===== src/kst_pkg.sv =====
package kst_pkg;

    // Field widths of one request and one response
    localparam int unsigned OP_W     = 2;
    localparam int unsigned KEY_W    = 32;
    localparam int unsigned ITEM_W   = 16;
    localparam int unsigned DIR_W    = 8;
    localparam int unsigned LOOPREQ_W = 16;
    localparam int unsigned SLOT_W   = 6;

    // Stored widths
    localparam int unsigned DIRST_W  = 3;
    localparam int unsigned LOOP_W   = 17;

    // Stream widths
    localparam int unsigned S_DATA_W = 72;
    localparam int unsigned S_USER_W = 2;
    localparam int unsigned M_DATA_W = 8;
    localparam int unsigned M_USER_W = 1;

    // Operation codes
    localparam logic [OP_W-1:0] OP_PLAY      = 2'd0;
    localparam logic [OP_W-1:0] OP_PLAY_LOOP = 2'd1;
    localparam logic [OP_W-1:0] OP_STOP      = 2'd2;
    localparam logic [OP_W-1:0] OP_QUERY     = 2'd3;

    // Loop count stored for "loop forever" (-1 in 17 bits)
    localparam logic [LOOP_W-1:0] LOOP_FOREVER = {LOOP_W{1'b1}};

    typedef struct packed {
        logic [LOOP_W-1:0]  loops_left;
        logic [DIRST_W-1:0] direction;
        logic [ITEM_W-1:0]  item_id;
        logic               playing;
        logic [KEY_W-1:0]   owner_key;
    } entry_t;

    typedef struct packed {
        logic [LOOPREQ_W-1:0] loop_request;
        logic [DIR_W-1:0]     direction;
        logic [ITEM_W-1:0]    item_id;
        logic [KEY_W-1:0]     owner_key;
        logic [OP_W-1:0]      operation;
    } request_t;

    typedef struct packed {
        logic              success;
        logic [SLOT_W-1:0] slot_index;
    } response_t;

endpackage


===== src/kst_mem.sv =====
module kst_mem #(
    parameter int unsigned DEPTH  = 64,
    parameter int unsigned ADDR_W = 6
) (
    input  logic                 clk,
    input  logic                 rd_en,
    input  logic [ADDR_W-1:0]    rd_addr,
    output kst_pkg::entry_t      rd_data,
    input  logic                 wr_en,
    input  logic [ADDR_W-1:0]    wr_addr,
    input  kst_pkg::entry_t      wr_data
);

    kst_pkg::entry_t mem [DEPTH];

    always_ff @(posedge clk)
    begin
        if (wr_en)
        begin
            mem[wr_addr] <= wr_data;
        end
    end

    always_ff @(posedge clk)
    begin
        if (rd_en)
        begin
            rd_data <= mem[rd_addr];
        end
    end

endmodule


===== src/kst_ctrl.sv =====
module kst_ctrl #(
    parameter int unsigned TABLE_DEPTH = 64,
    parameter int unsigned IDX_W       = 6,
    parameter int unsigned CNT_W       = 7
) (
    input  logic                 clk,
    input  logic                 rst_n,
    input  logic                 req_valid,
    output logic                 req_ready,
    input  kst_pkg::request_t    req,
    output logic                 rd_en,
    output logic [IDX_W-1:0]     rd_addr,
    input  kst_pkg::entry_t      rd_data,
    output logic                 wr_en,
    output logic [IDX_W-1:0]     wr_addr,
    output kst_pkg::entry_t      wr_data,
    output logic                 rsp_valid,
    input  logic                 rsp_ready,
    output kst_pkg::response_t   rsp
);

    localparam logic [1:0] ST_IDLE = 2'd0;
    localparam logic [1:0] ST_SCAN = 2'd1;
    localparam logic [1:0] ST_DONE = 2'd2;

    localparam int unsigned LOOP_W_L = kst_pkg::LOOP_W;

    logic [1:0]         state_reg, state_next;
    kst_pkg::request_t  req_reg;
    logic [CNT_W-1:0]   used_reg, used_next;
    logic [CNT_W-1:0]   rd_idx_reg, rd_idx_next;
    logic [IDX_W-1:0]   cmp_idx_reg, cmp_idx_next;
    logic               cmp_valid_reg, cmp_valid_next;
    logic               match_reg, match_next;
    logic [IDX_W-1:0]   match_idx_reg, match_idx_next;
    logic               free_reg, free_next;
    logic [IDX_W-1:0]   free_idx_reg, free_idx_next;

    logic               is_play;
    logic               key_eq;
    logic               hit;
    logic               room;
    logic [IDX_W-1:0]   play_slot;
    logic               play_ok;
    logic [LOOP_W_L-1:0] loop_val;

    assign is_play = (req_reg.operation == kst_pkg::OP_PLAY) ||
                     (req_reg.operation == kst_pkg::OP_PLAY_LOOP);
    assign key_eq  = (rd_data.owner_key == req_reg.owner_key);
    assign hit     = cmp_valid_reg && key_eq &&
                     ((req_reg.operation != kst_pkg::OP_QUERY) || rd_data.playing);
    assign room    = (used_reg < CNT_W'(TABLE_DEPTH));

    always_comb
    begin
        if (match_reg)
        begin
            play_slot = match_idx_reg;
        end
        else if (free_reg)
        begin
            play_slot = free_idx_reg;
        end
        else
        begin
            play_slot = used_reg[IDX_W-1:0];
        end
    end

    assign play_ok = match_reg || free_reg || room;

    always_comb
    begin
        if (req_reg.operation != kst_pkg::OP_PLAY_LOOP)
        begin
            loop_val = '0;
        end
        else if (req_reg.loop_request == '0)
        begin
            loop_val = kst_pkg::LOOP_FOREVER;
        end
        else
        begin
            loop_val = LOOP_W_L'(req_reg.loop_request);
        end
    end

    assign req_ready = (state_reg == ST_IDLE);
    assign rsp_valid = (state_reg == ST_DONE);

    always_comb
    begin
        state_next     = state_reg;
        used_next      = used_reg;
        rd_idx_next    = rd_idx_reg;
        cmp_idx_next   = cmp_idx_reg;
        cmp_valid_next = 1'b0;
        match_next     = match_reg;
        match_idx_next = match_idx_reg;
        free_next      = free_reg;
        free_idx_next  = free_idx_reg;
        rd_en          = 1'b0;
        rd_addr        = rd_idx_reg[IDX_W-1:0];
        wr_en          = 1'b0;
        wr_addr        = match_idx_reg;
        wr_data        = '0;
        rsp            = '0;

        case (state_reg)
            ST_IDLE:
            begin
                if (req_valid)
                begin
                    rd_idx_next = '0;
                    match_next  = 1'b0;
                    free_next   = 1'b0;
                    state_next  = ST_SCAN;
                end
            end

            ST_SCAN:
            begin
                // record the first free entry met by a play
                if (cmp_valid_reg && is_play && !free_reg &&
                    (rd_data.owner_key == '0))
                begin
                    free_next     = 1'b1;
                    free_idx_next = cmp_idx_reg;
                end
                if (hit)
                begin
                    match_next     = 1'b1;
                    match_idx_next = cmp_idx_reg;
                    state_next     = ST_DONE;
                end
                else if (rd_idx_reg < used_reg)
                begin
                    rd_en          = 1'b1;
                    rd_idx_next    = rd_idx_reg + CNT_W'(1);
                    cmp_idx_next   = rd_idx_reg[IDX_W-1:0];
                    cmp_valid_next = 1'b1;
                end
                else
                begin
                    state_next = ST_DONE;
                end
            end

            ST_DONE:
            begin
                if (is_play)
                begin
                    rsp.success    = play_ok;
                    rsp.slot_index = play_ok ? kst_pkg::SLOT_W'(play_slot) : '0;
                    wr_addr              = play_slot;
                    wr_data.owner_key    = req_reg.owner_key;
                    wr_data.playing      = 1'b1;
                    wr_data.item_id      = req_reg.item_id;
                    wr_data.direction    = req_reg.direction[kst_pkg::DIRST_W-1:0];
                    wr_data.loops_left   = loop_val;
                end
                else
                begin
                    rsp.success    = match_reg;
                    rsp.slot_index = match_reg ? kst_pkg::SLOT_W'(match_idx_reg) : '0;
                end
                if (rsp_ready)
                begin
                    state_next = ST_IDLE;
                    if (is_play && play_ok)
                    begin
                        wr_en = 1'b1;
                        if (!match_reg && !free_reg)
                        begin
                            used_next = used_reg + CNT_W'(1);
                        end
                    end
                    else if ((req_reg.operation == kst_pkg::OP_STOP) && match_reg)
                    begin
                        // clear the entry; shrink only when it was the last one
                        wr_en = 1'b1;
                        if (CNT_W'(match_idx_reg) + CNT_W'(1) == used_reg)
                        begin
                            used_next = used_reg - CNT_W'(1);
                        end
                    end
                end
            end

            default:
            begin
                state_next = ST_IDLE;
            end
        endcase
    end

    always_ff @(posedge clk or negedge rst_n)
    begin
        if (!rst_n)
        begin
            state_reg     <= ST_IDLE;
            used_reg      <= '0;
            cmp_valid_reg <= 1'b0;
            match_reg     <= 1'b0;
            free_reg      <= 1'b0;
        end
        else
        begin
            state_reg     <= state_next;
            used_reg      <= used_next;
            cmp_valid_reg <= cmp_valid_next;
            match_reg     <= match_next;
            free_reg      <= free_next;
        end
    end

    always_ff @(posedge clk)
    begin
        if (req_valid && req_ready)
        begin
            req_reg <= req;
        end
        rd_idx_reg    <= rd_idx_next;
        cmp_idx_reg   <= cmp_idx_next;
        match_idx_reg <= match_idx_next;
        free_idx_reg  <= free_idx_next;
    end

endmodule


===== src/keyed_slot_table_core.sv =====
// Keyed slot table: an associative table of owner keys (key 0 marks a free
// entry) with a count of entries in use.
//
// Input stream (s_*): one request item per handshake. s_tuser carries the
// operation (play, play with loop count, stop, query); s_tdata carries owner
// key, item id, direction and loop request. Output stream (m_*): exactly one
// response item per request, with success in m_tuser and the entry index in
// m_tdata.
//
// Timing: a request scans the used entries through the table memory, one
// read per cycle with the compare in the cycle after each read, and stops at
// the first match. One request is in work at a time; s_tready is high only
// while the scanner is idle.
//
// Reset clears the entry count, so the table starts empty; the memory itself
// is not cleared and needs no clearing pass. The response sits in an output
// register: the scanner hands over into it while it is empty or draining, so
// a new request is accepted while a response still waits. A stalled m_tready
// holds the finished result and the scanner waits in its final state.
module keyed_slot_table_core #(
    parameter int unsigned TABLE_DEPTH = 64
) (
    input  logic                          clk,
    input  logic                          rst_n,
    input  logic                          s_tvalid,
    output logic                          s_tready,
    // [31:0] owner_key, [47:32] item_id, [55:48] direction, [71:56] loop_request
    input  logic [kst_pkg::S_DATA_W-1:0]  s_tdata,
    // [1:0] operation
    input  logic [kst_pkg::S_USER_W-1:0]  s_tuser,
    output logic                          m_tvalid,
    input  logic                          m_tready,
    // [5:0] slot_index, [7:6] zero
    output logic [kst_pkg::M_DATA_W-1:0]  m_tdata,
    // [0] success
    output logic [kst_pkg::M_USER_W-1:0]  m_tuser
);

    localparam int unsigned IDX_W = $clog2(TABLE_DEPTH);
    localparam int unsigned CNT_W = $clog2(TABLE_DEPTH + 1);

    kst_pkg::request_t  req;
    kst_pkg::response_t rsp;
    logic               rsp_valid;
    logic               rsp_ready;
    logic               rd_en;
    logic [IDX_W-1:0]   rd_addr;
    kst_pkg::entry_t    rd_data;
    logic               wr_en;
    logic [IDX_W-1:0]   wr_addr;
    kst_pkg::entry_t    wr_data;

    logic               out_valid_reg;
    kst_pkg::response_t out_rsp_reg;

    // unpack the request
    assign req.operation    = s_tuser[1:0];
    assign req.owner_key    = s_tdata[31:0];
    assign req.item_id      = s_tdata[47:32];
    assign req.direction    = s_tdata[55:48];
    assign req.loop_request = s_tdata[71:56];

    kst_ctrl #(
        .TABLE_DEPTH (TABLE_DEPTH),
        .IDX_W       (IDX_W),
        .CNT_W       (CNT_W)
    ) u_ctrl (
        .clk       (clk),
        .rst_n     (rst_n),
        .req_valid (s_tvalid),
        .req_ready (s_tready),
        .req       (req),
        .rd_en     (rd_en),
        .rd_addr   (rd_addr),
        .rd_data   (rd_data),
        .wr_en     (wr_en),
        .wr_addr   (wr_addr),
        .wr_data   (wr_data),
        .rsp_valid (rsp_valid),
        .rsp_ready (rsp_ready),
        .rsp       (rsp)
    );

    kst_mem #(
        .DEPTH  (TABLE_DEPTH),
        .ADDR_W (IDX_W)
    ) u_mem (
        .clk     (clk),
        .rd_en   (rd_en),
        .rd_addr (rd_addr),
        .rd_data (rd_data),
        .wr_en   (wr_en),
        .wr_addr (wr_addr),
        .wr_data (wr_data)
    );

    // output register: load when empty or being drained
    assign rsp_ready = !out_valid_reg || m_tready;

    always_ff @(posedge clk or negedge rst_n)
    begin
        if (!rst_n)
        begin
            out_valid_reg <= 1'b0;
        end
        else if (rsp_ready)
        begin
            out_valid_reg <= rsp_valid;
        end
    end

    always_ff @(posedge clk)
    begin
        if (rsp_ready && rsp_valid)
        begin
            out_rsp_reg <= rsp;
        end
    end

    assign m_tvalid = out_valid_reg;
    assign m_tdata  = kst_pkg::M_DATA_W'(out_rsp_reg.slot_index);
    assign m_tuser  = out_rsp_reg.success;

endmodule


===== config.mk =====
export PLATFORM = sky130hd
export DESIGN_NAME = keyed_slot_table_core
export DESIGN_NICKNAME = d
export VERILOG_FILES = /design/src/kst_pkg.sv /design/src/kst_mem.sv /design/src/kst_ctrl.sv /design/src/keyed_slot_table_core.sv
export SDC_FILE = /design/constraint.sdc
export NUM_CORES = 2
export LEC_CHECK = 0
export ABC_AREA = 0
export BUFFER_PORTS_ARGS = -buffer_cell sky130_fd_sc_hd__buf_2
export CORE_AREA = 10 10 406 408
export CTS_BUF_LIST = sky130_fd_sc_hd__clkbuf_4
export CTS_CLUSTER_SIZE = 28
export DETAILED_ROUTE_END_ITERATION = 6
export DIE_AREA = 0 0 416 418
export GPL_TIMING_DRIVEN = 1
export PLACE_DENSITY = 0.79
export SYNTH_ARGS = -nofsm -noshare
export SYNTH_HDL_FRONTEND = slang
export SYNTH_MEMORY_MAX_BITS = 65536
export SYNTH_SLANG_ARGS = --single-unit

===== constraint.sdc =====
create_clock -name clk -period 5.2 [get_ports clk]
set_input_delay 1.3 -clock clk [delete_from_list [all_inputs] [get_ports clk]]
set_output_delay 1.3 -clock clk [all_outputs]
set_load 0.02 [all_outputs]

# [After elaboration in Yosys (flattened, before gate mapping)]
# Memory sizes are Yosys's and may differ from the RTL's. A register that Yosys moved wholly into a read port is not among the register bits.
# Cells that the tools add are included.
[classes] n_addsub=4 n_lt_le_gt_ge=2 eq_ne=16 n_reduce_logical=33 n_mux=38 bitwise_logic=1
[op_table] op="$mux W69" count=2
[op_table] op="$mux W7" count=8
[op_table] op="$mux W6" count=6
[op_table] op="$mux W17" count=2
[op_table] op="$eq A32 B32 Y1" count=1
[op_table] op="$logic_not A32 Y1" count=1
[op_table] op="$logic_not A16 Y1" count=1
[op_table] op="$add A7 B1 Y7 const B" count=2
[op_table] op="$pmux W7 S2" count=1
[op_table] op="$mux W1" count=12
[op_table] op="$reduce_and A3 Y1" count=4
[op_table] op="$logic_and A1 B1 Y1" count=10
[op_table] op="$ne A2 B1 Y1 const B" count=5
[op_table] op="$mux W2" count=4
[op_table] op="$ne A2 B2 Y1 const B" count=4
[op_table] op="$add A6 B1 Y7 const B" count=1
[op_table] op="$eq A7 B7 Y1" count=1
[op_table] op="$lt A7 B7 Y1" count=1
[op_table] op="$lt A7 B7 Y1 const B" count=1
[op_table] op="$sub A7 B1 Y7 const B" count=1
[op_table] op="$pmux W2 S3" count=1
[op_table] op="$reduce_bool A2 Y1" count=3
[op_table] op="$logic_or A1 B1 Y1" count=5
[op_table] op="$reduce_and A5 Y1" count=1
[op_table] op="other kinds (9)" count=16
[word_totals] word_cells=112 memories=1 out_inout_bits=11 ramBits=4416 inputBits=78 regBits=114
[memory_table] name="u_mem.mem" words=64 width=69 read_ports=1 rd_clocked_by_memory_dff=1 write_ports=1 line="kst_mem.sv:14" source="kst_pkg::entry_t mem [DEPTH];"

# [Logic depth before layout (Yosys ltp)]
[logic_depth] ltp_word=8 mapped_depth=12 depth_no_buf=10

# [Modules after synthesis]
# A second synthesis with hierarchy kept.
[hier_totals] hier_cells=7459 hier_area_um2=174217.1
[by_module_without_submodules] mod="kst_mem" area_each_um2=168604.2 cells_each=7005 instances=1
[by_module_without_submodules] mod="kst_ctrl" area_each_um2=5330.1 cells_each=440 instances=1
[by_module_without_submodules] mod="keyed_slot_table_core" area_each_um2=282.8 cells_each=14 instances=1

# [Worst setup path before layout]
# OpenSTA, ideal clock, no wires.
[synth_path] path_kind="input to register" start="in m_tready" end="mem u_mem.mem[7][0] (netlist name), enable pin" arrival_ps=3862 t_required_ps=4777 setup_time_ps=423 cell_stages=6 slack_ps=915 cell_sequence="nor2b_1 > nor2_1 > nand3_1 > nor2b_1 > nand2b_1 > nor2_1"
[synth_via] elab_chain_len=5
[synth_rtl] element="start, declared" line="keyed_slot_table_core.sv:32" source="input logic m_tready,"
[synth_rtl] element="$logic_or A1 B1 Y1" line="keyed_slot_table_core.sv:98" source="assign rsp_ready = !out_valid_reg || m_tready;"
[synth_rtl] element="$mux W1" line="kst_ctrl.sv:167" source="if (rsp_ready)"
[synth_rtl] element="$mux W1" line="kst_ctrl.sv:109" source="case (state_reg)"
[synth_rtl] element="$mux W1" line="kst_mem.sv:18" source="if (wr_en)"
[synth_rtl] element="$mux W1 (implied by the code)" line="kst_mem.sv:20" source="mem[wr_addr] <= wr_data;"
[synth_rtl] element="end, declared" line="kst_mem.sv:14"
# Every way passes these cells.

# [Final worst setup path]
[layout_path] start="reg u_ctrl.rd_idx_reg[0]" end="reg u_mem.rd_data[8] (netlist name)"
[layout_via] elab_chain_len=4
[layout_rtl] element="start, declared" line="kst_ctrl.sv:31" source="logic [CNT_W-1:0] rd_idx_reg, rd_idx_next;"
[layout_rtl] element="start signal, assigned" line="kst_ctrl.sv:223" source="rd_idx_reg <= rd_idx_next;"
[layout_rtl] element="$lt A7 B7 Y1" line="kst_ctrl.sv:136" source="else if (rd_idx_reg < used_reg)"
[layout_rtl] element="$mux W1" line="kst_ctrl.sv:136"
[layout_rtl] element="$mux W1" line="kst_ctrl.sv:130" source="if (hit)"
[layout_rtl] element="$mux W1" line="kst_ctrl.sv:109"
# Parallel ways exist; a longest one is shown, timed or not.
# A chain may end at the register's enable or synchronous reset.

==> results.tsv <==
stage	metric	value	unit
status	status	finished with violations	
status	violated checks	design-rule violations	
global_route	Global Route met1 Usage	31.0	%
timing	Achievable Freq	230	MHz
yosys	mux cell area share after synthesis	16.9	%
setup_path	Worst Reg-to-Reg Cells	5	
setup_path	Max stage delay on crit path	1.25	ns
yosys	Post-synth EDFFs	2211	
timing	Hold Slack	0.163	ns
yosys	sequential area share after synthesis	78.0	%
yosys	Compound-Gate Fraction of Synth Area	1.51	%
final_layout	area growth from synthesis to layout	12.3	%
setup_path	Data required, critical path	6.22	ns
global_route	global-route wire length before repair	301	mm
routing	DR DRC count	1	
timing	setup TNS	0	ns
placed_design	IO Port Bufs	46	
power_and_ir_drop	P_leak	25.1	nW
yosys	synthesized cell area	85600	um2
setup_path	Top delay family on crit path	flip-flops	
yosys	Synth Area in XOR/XNOR	0.512	%
floorplanning	Floorplan Core Area	157000	um2
power_and_ir_drop	PwrDens	426	nW/um2
final_layout	share of post-route cells with drive strength above 1	37.9	%
timing	final setup violation count	0	
yosys	Yosys cell types	56	
yosys	Post-Synth Adder-Cell Area	0.213	%
timing	Tmin final	4.34	ns
yosys	Mapped Avg Cell Area	23.2	um2
global_route	initial antenna violation count	11	
global_route	number of global-route vias before repair	44400	
setup_path	Crit. path cell count	5	
clock_tree	Worst-Skew Late Latency	1.33	ns
hold_path	worst hold stages	1	
floorplanning	IO Pins	89	
yosys	main combinational cell family by area after synthesis	multiplexers	
global_route	Top Usage Layer GRT	met2	
yosys	Most used DFF post-synth	edfxtp_1	
job	# Max-Cap Violations	0	
floorplanning	die height	418	um
routing	drt via density	6.42	
global_route	met2 global-route usage	37.3	%
clock_tree	clock slew at reported path FFs	0.08	ns
clock_tree	H-tree depth	6	
floorplanning	area of the die	174000	um2
routing	drt first pass iters	7	
clock_tree	post-CTS setup buffers	0	
setup_path	Worst path most repeated cell	mux4_2	
clock_tree	CTS max path bufs	4	
timing	final slew viol count	0	
timing	Hold Violations, Final	0	
yosys	synthesized flop and latch total	2224	
timing	Final Skew	0.0882	ns
setup_path	Worst path slowest cell	edfxtp_1	
clock_tree	CTS Buf Count	541	
final_layout	number of nets in the layout	4355	
final_layout	commonest non-fill, non-tap cell in the layout	edfxtp_1	
routing	ANT nets after route	0	
setup_path	Worst setup EP type	flip-flop	
clock_tree	Clock Sinks	2224	
clock_tree	CTS Hold Bufs	1	
placed_design	dpl hpwl	114	mm
clock_tree	Resized cells post-CTS	0	
setup_path	Startpoint Class	flip-flop	
yosys	Post-Syn Instances	3686	
routing	Starting DRT DRC Count	6273	
floorplanning	num rows	146	
setup_path	WS Path Type	flip-flop to flip-flop	
yosys	simple-gate share of the synthesized area	1.80	%
routing	wire length per cell	30.9	um
global_route	GR Util All Layers	23.9	%
clock_tree	CTS tree	done	
routing	vias post-DR	43000	
setup_path	critical path data arrival time	5.37	ns
setup_path	CP bufs+invs	1	
global_route	total gr overflow	0	
global_route	met3 GRT Util	6.65	%
final_layout	multi-input combinational cell area	18400	um2
setup_path	crit-path cells	buf_4 -> mux4_2 -> mux4_2 -> a22oi_1 -> nand2_1	
timing	Worst-Margin Slew	1.40	ns
hold_path	hold crit path type	input pin to flip-flop	
final_layout	Register Area	66700	um2
final_layout	fill count	10200	
placed_design	gpl congestion	1.05	
yosys	Post-synth ARST share	0.585	%
routing	Post-Route WL	206	mm
floorplanning	Starting Density	54.5	%
timing	Worst slew margin	6.72	%
power_and_ir_drop	Worst VDD drop	0.000319	V
global_route	largest net degree at the start of global routing	128	
timing	final period utilization	83.5	%
clock_tree	root buf cell	clkbuf_4	
setup_path	peak fanout along the critical path	19	
floorplanning	DIE WIDTH	416	um
timing	RSZ-0062 raised after global routing	false	
final_layout	max FFs per register	2112	
final_layout	commonest non-fill, non-tap cells in the layout	edfxtp_1 (2211), clkbuf_4 (744), mux4_2 (608)	
yosys	Ys Warns	0	
worst register-to-register path: cells and delay by family, from the launching register on:
family | cells | cell delay (ns)
buf+inv | 1 | 0.55
flops | 1 | 1.25
mux | 2 | 1.13
simple gates | 1 | 0.11
compound gates | 1 | 1.00
final timing paths:
path / to / from / slack (ns)
max: u_mem.rd_data[8] / u_ctrl.rd_idx_reg[0] / 0.86
min: u_ctrl.req_reg[21] / s_tdata[19] / 0.16
max reg2reg: u_mem.rd_data[8] / u_ctrl.rd_idx_reg[0] / 0.86
min reg2reg: u_ctrl.match_idx_reg[0] / u_ctrl.cmp_idx_reg[0] / 0.42
max in group asynchronous: u_ctrl.used_reg[3] / rst_n / 4.44
min in group asynchronous: u_ctrl.match_reg / rst_n / 0.45
through the flow:
step | area (um2) | power [mW] | worst slack, ns | std cells | utilization, %
after detailed placement | 89600 | 27.4 | 0.928 | 5791 | 57.0
after CTS | 96100 | 41.1 | 0.997 | 6679 | 61.2
final | 96100 | 40.9 | 0.857 | 6686 | 61.2
after global routing | 96100 | 42.5 | 0.696 | 6683 | 61.2
after floorplan | 85600 | 25.3 | 0.915 | 3687 | -
after global placement | 89600 | 27.4 | 0.997 | 5791 | 57.0
synth_stat cells (all sizes together) (2+ instances only):
master      n  share of area [%]
edfxtp   2211                 78
mux4      608                 16
buf       105               0.71
nor2      103               0.45
nand2      96               0.42
clkbuf     81               0.36
mux2i      59               0.69
a22oi      56               0.49
and2       35               0.26
xnor2      33               0.34
a21oi      23               0.13
nand3      23               0.13
o21ai      23               0.13
xor2       17               0.17
a221oi     15               0.15
nand2b     15               0.11
inv        14              0.061
dfrtp      13               0.38
ha         13               0.19
mux2       13               0.17
nor2b      13              0.095
a211oi     12               0.11
a31oi      11              0.080
nor3       10              0.058
nor4       10              0.073
a21o        8              0.070
a32oi       8              0.082
nand4       8              0.058
o22ai       8              0.058
or3         5              0.037
clkinv      3              0.013
o21a        3              0.026
o21bai      3              0.026
o221ai      3              0.031
and3        2              0.015
nor4b       2              0.020
o2111ai     2              0.020
o211a       2              0.023
o32a        2              0.023
or2         2              0.015
or4         2              0.018
or4b        2              0.023
power breakdown:
part / switching, mW / internal [mW]
Clock: 6.57 / 7.25
Combinational: 4.31 / 2.77
Sequential: 0.312 / 19.7
cells by family (layout without fill, tap and decap cells):
group,after synthesis,in the layout
other,1,9
adders and majority gates,14,14
muxes,680,680
AOI/OAI and AO/OA,184,184
buffers and inverters,203,1123
DFF,2224,2224
xor gates and xnor gates,50,50
and+or+nand+nor,330,330
cell type report:
cell class | count | area share (%)
antenna | 7 | 0.0182
tap | 2072 | 2.70
inverter | 17 | 0.0690
clock inverter | 143 | 0.955
clock buffer | 744 | 5.81
timing repair buffer | 219 | 1.85
multi-input combinational | 1260 | 19.2
sequential | 2224 | 69.4
metal layers:
layer	share of wire, %	wire length [um]
met1	35	71300
met2	48	98300
met3	13	25800
met4	5.3	10900
met5	0.0053	11
Power figures use the tool's default switching activity.
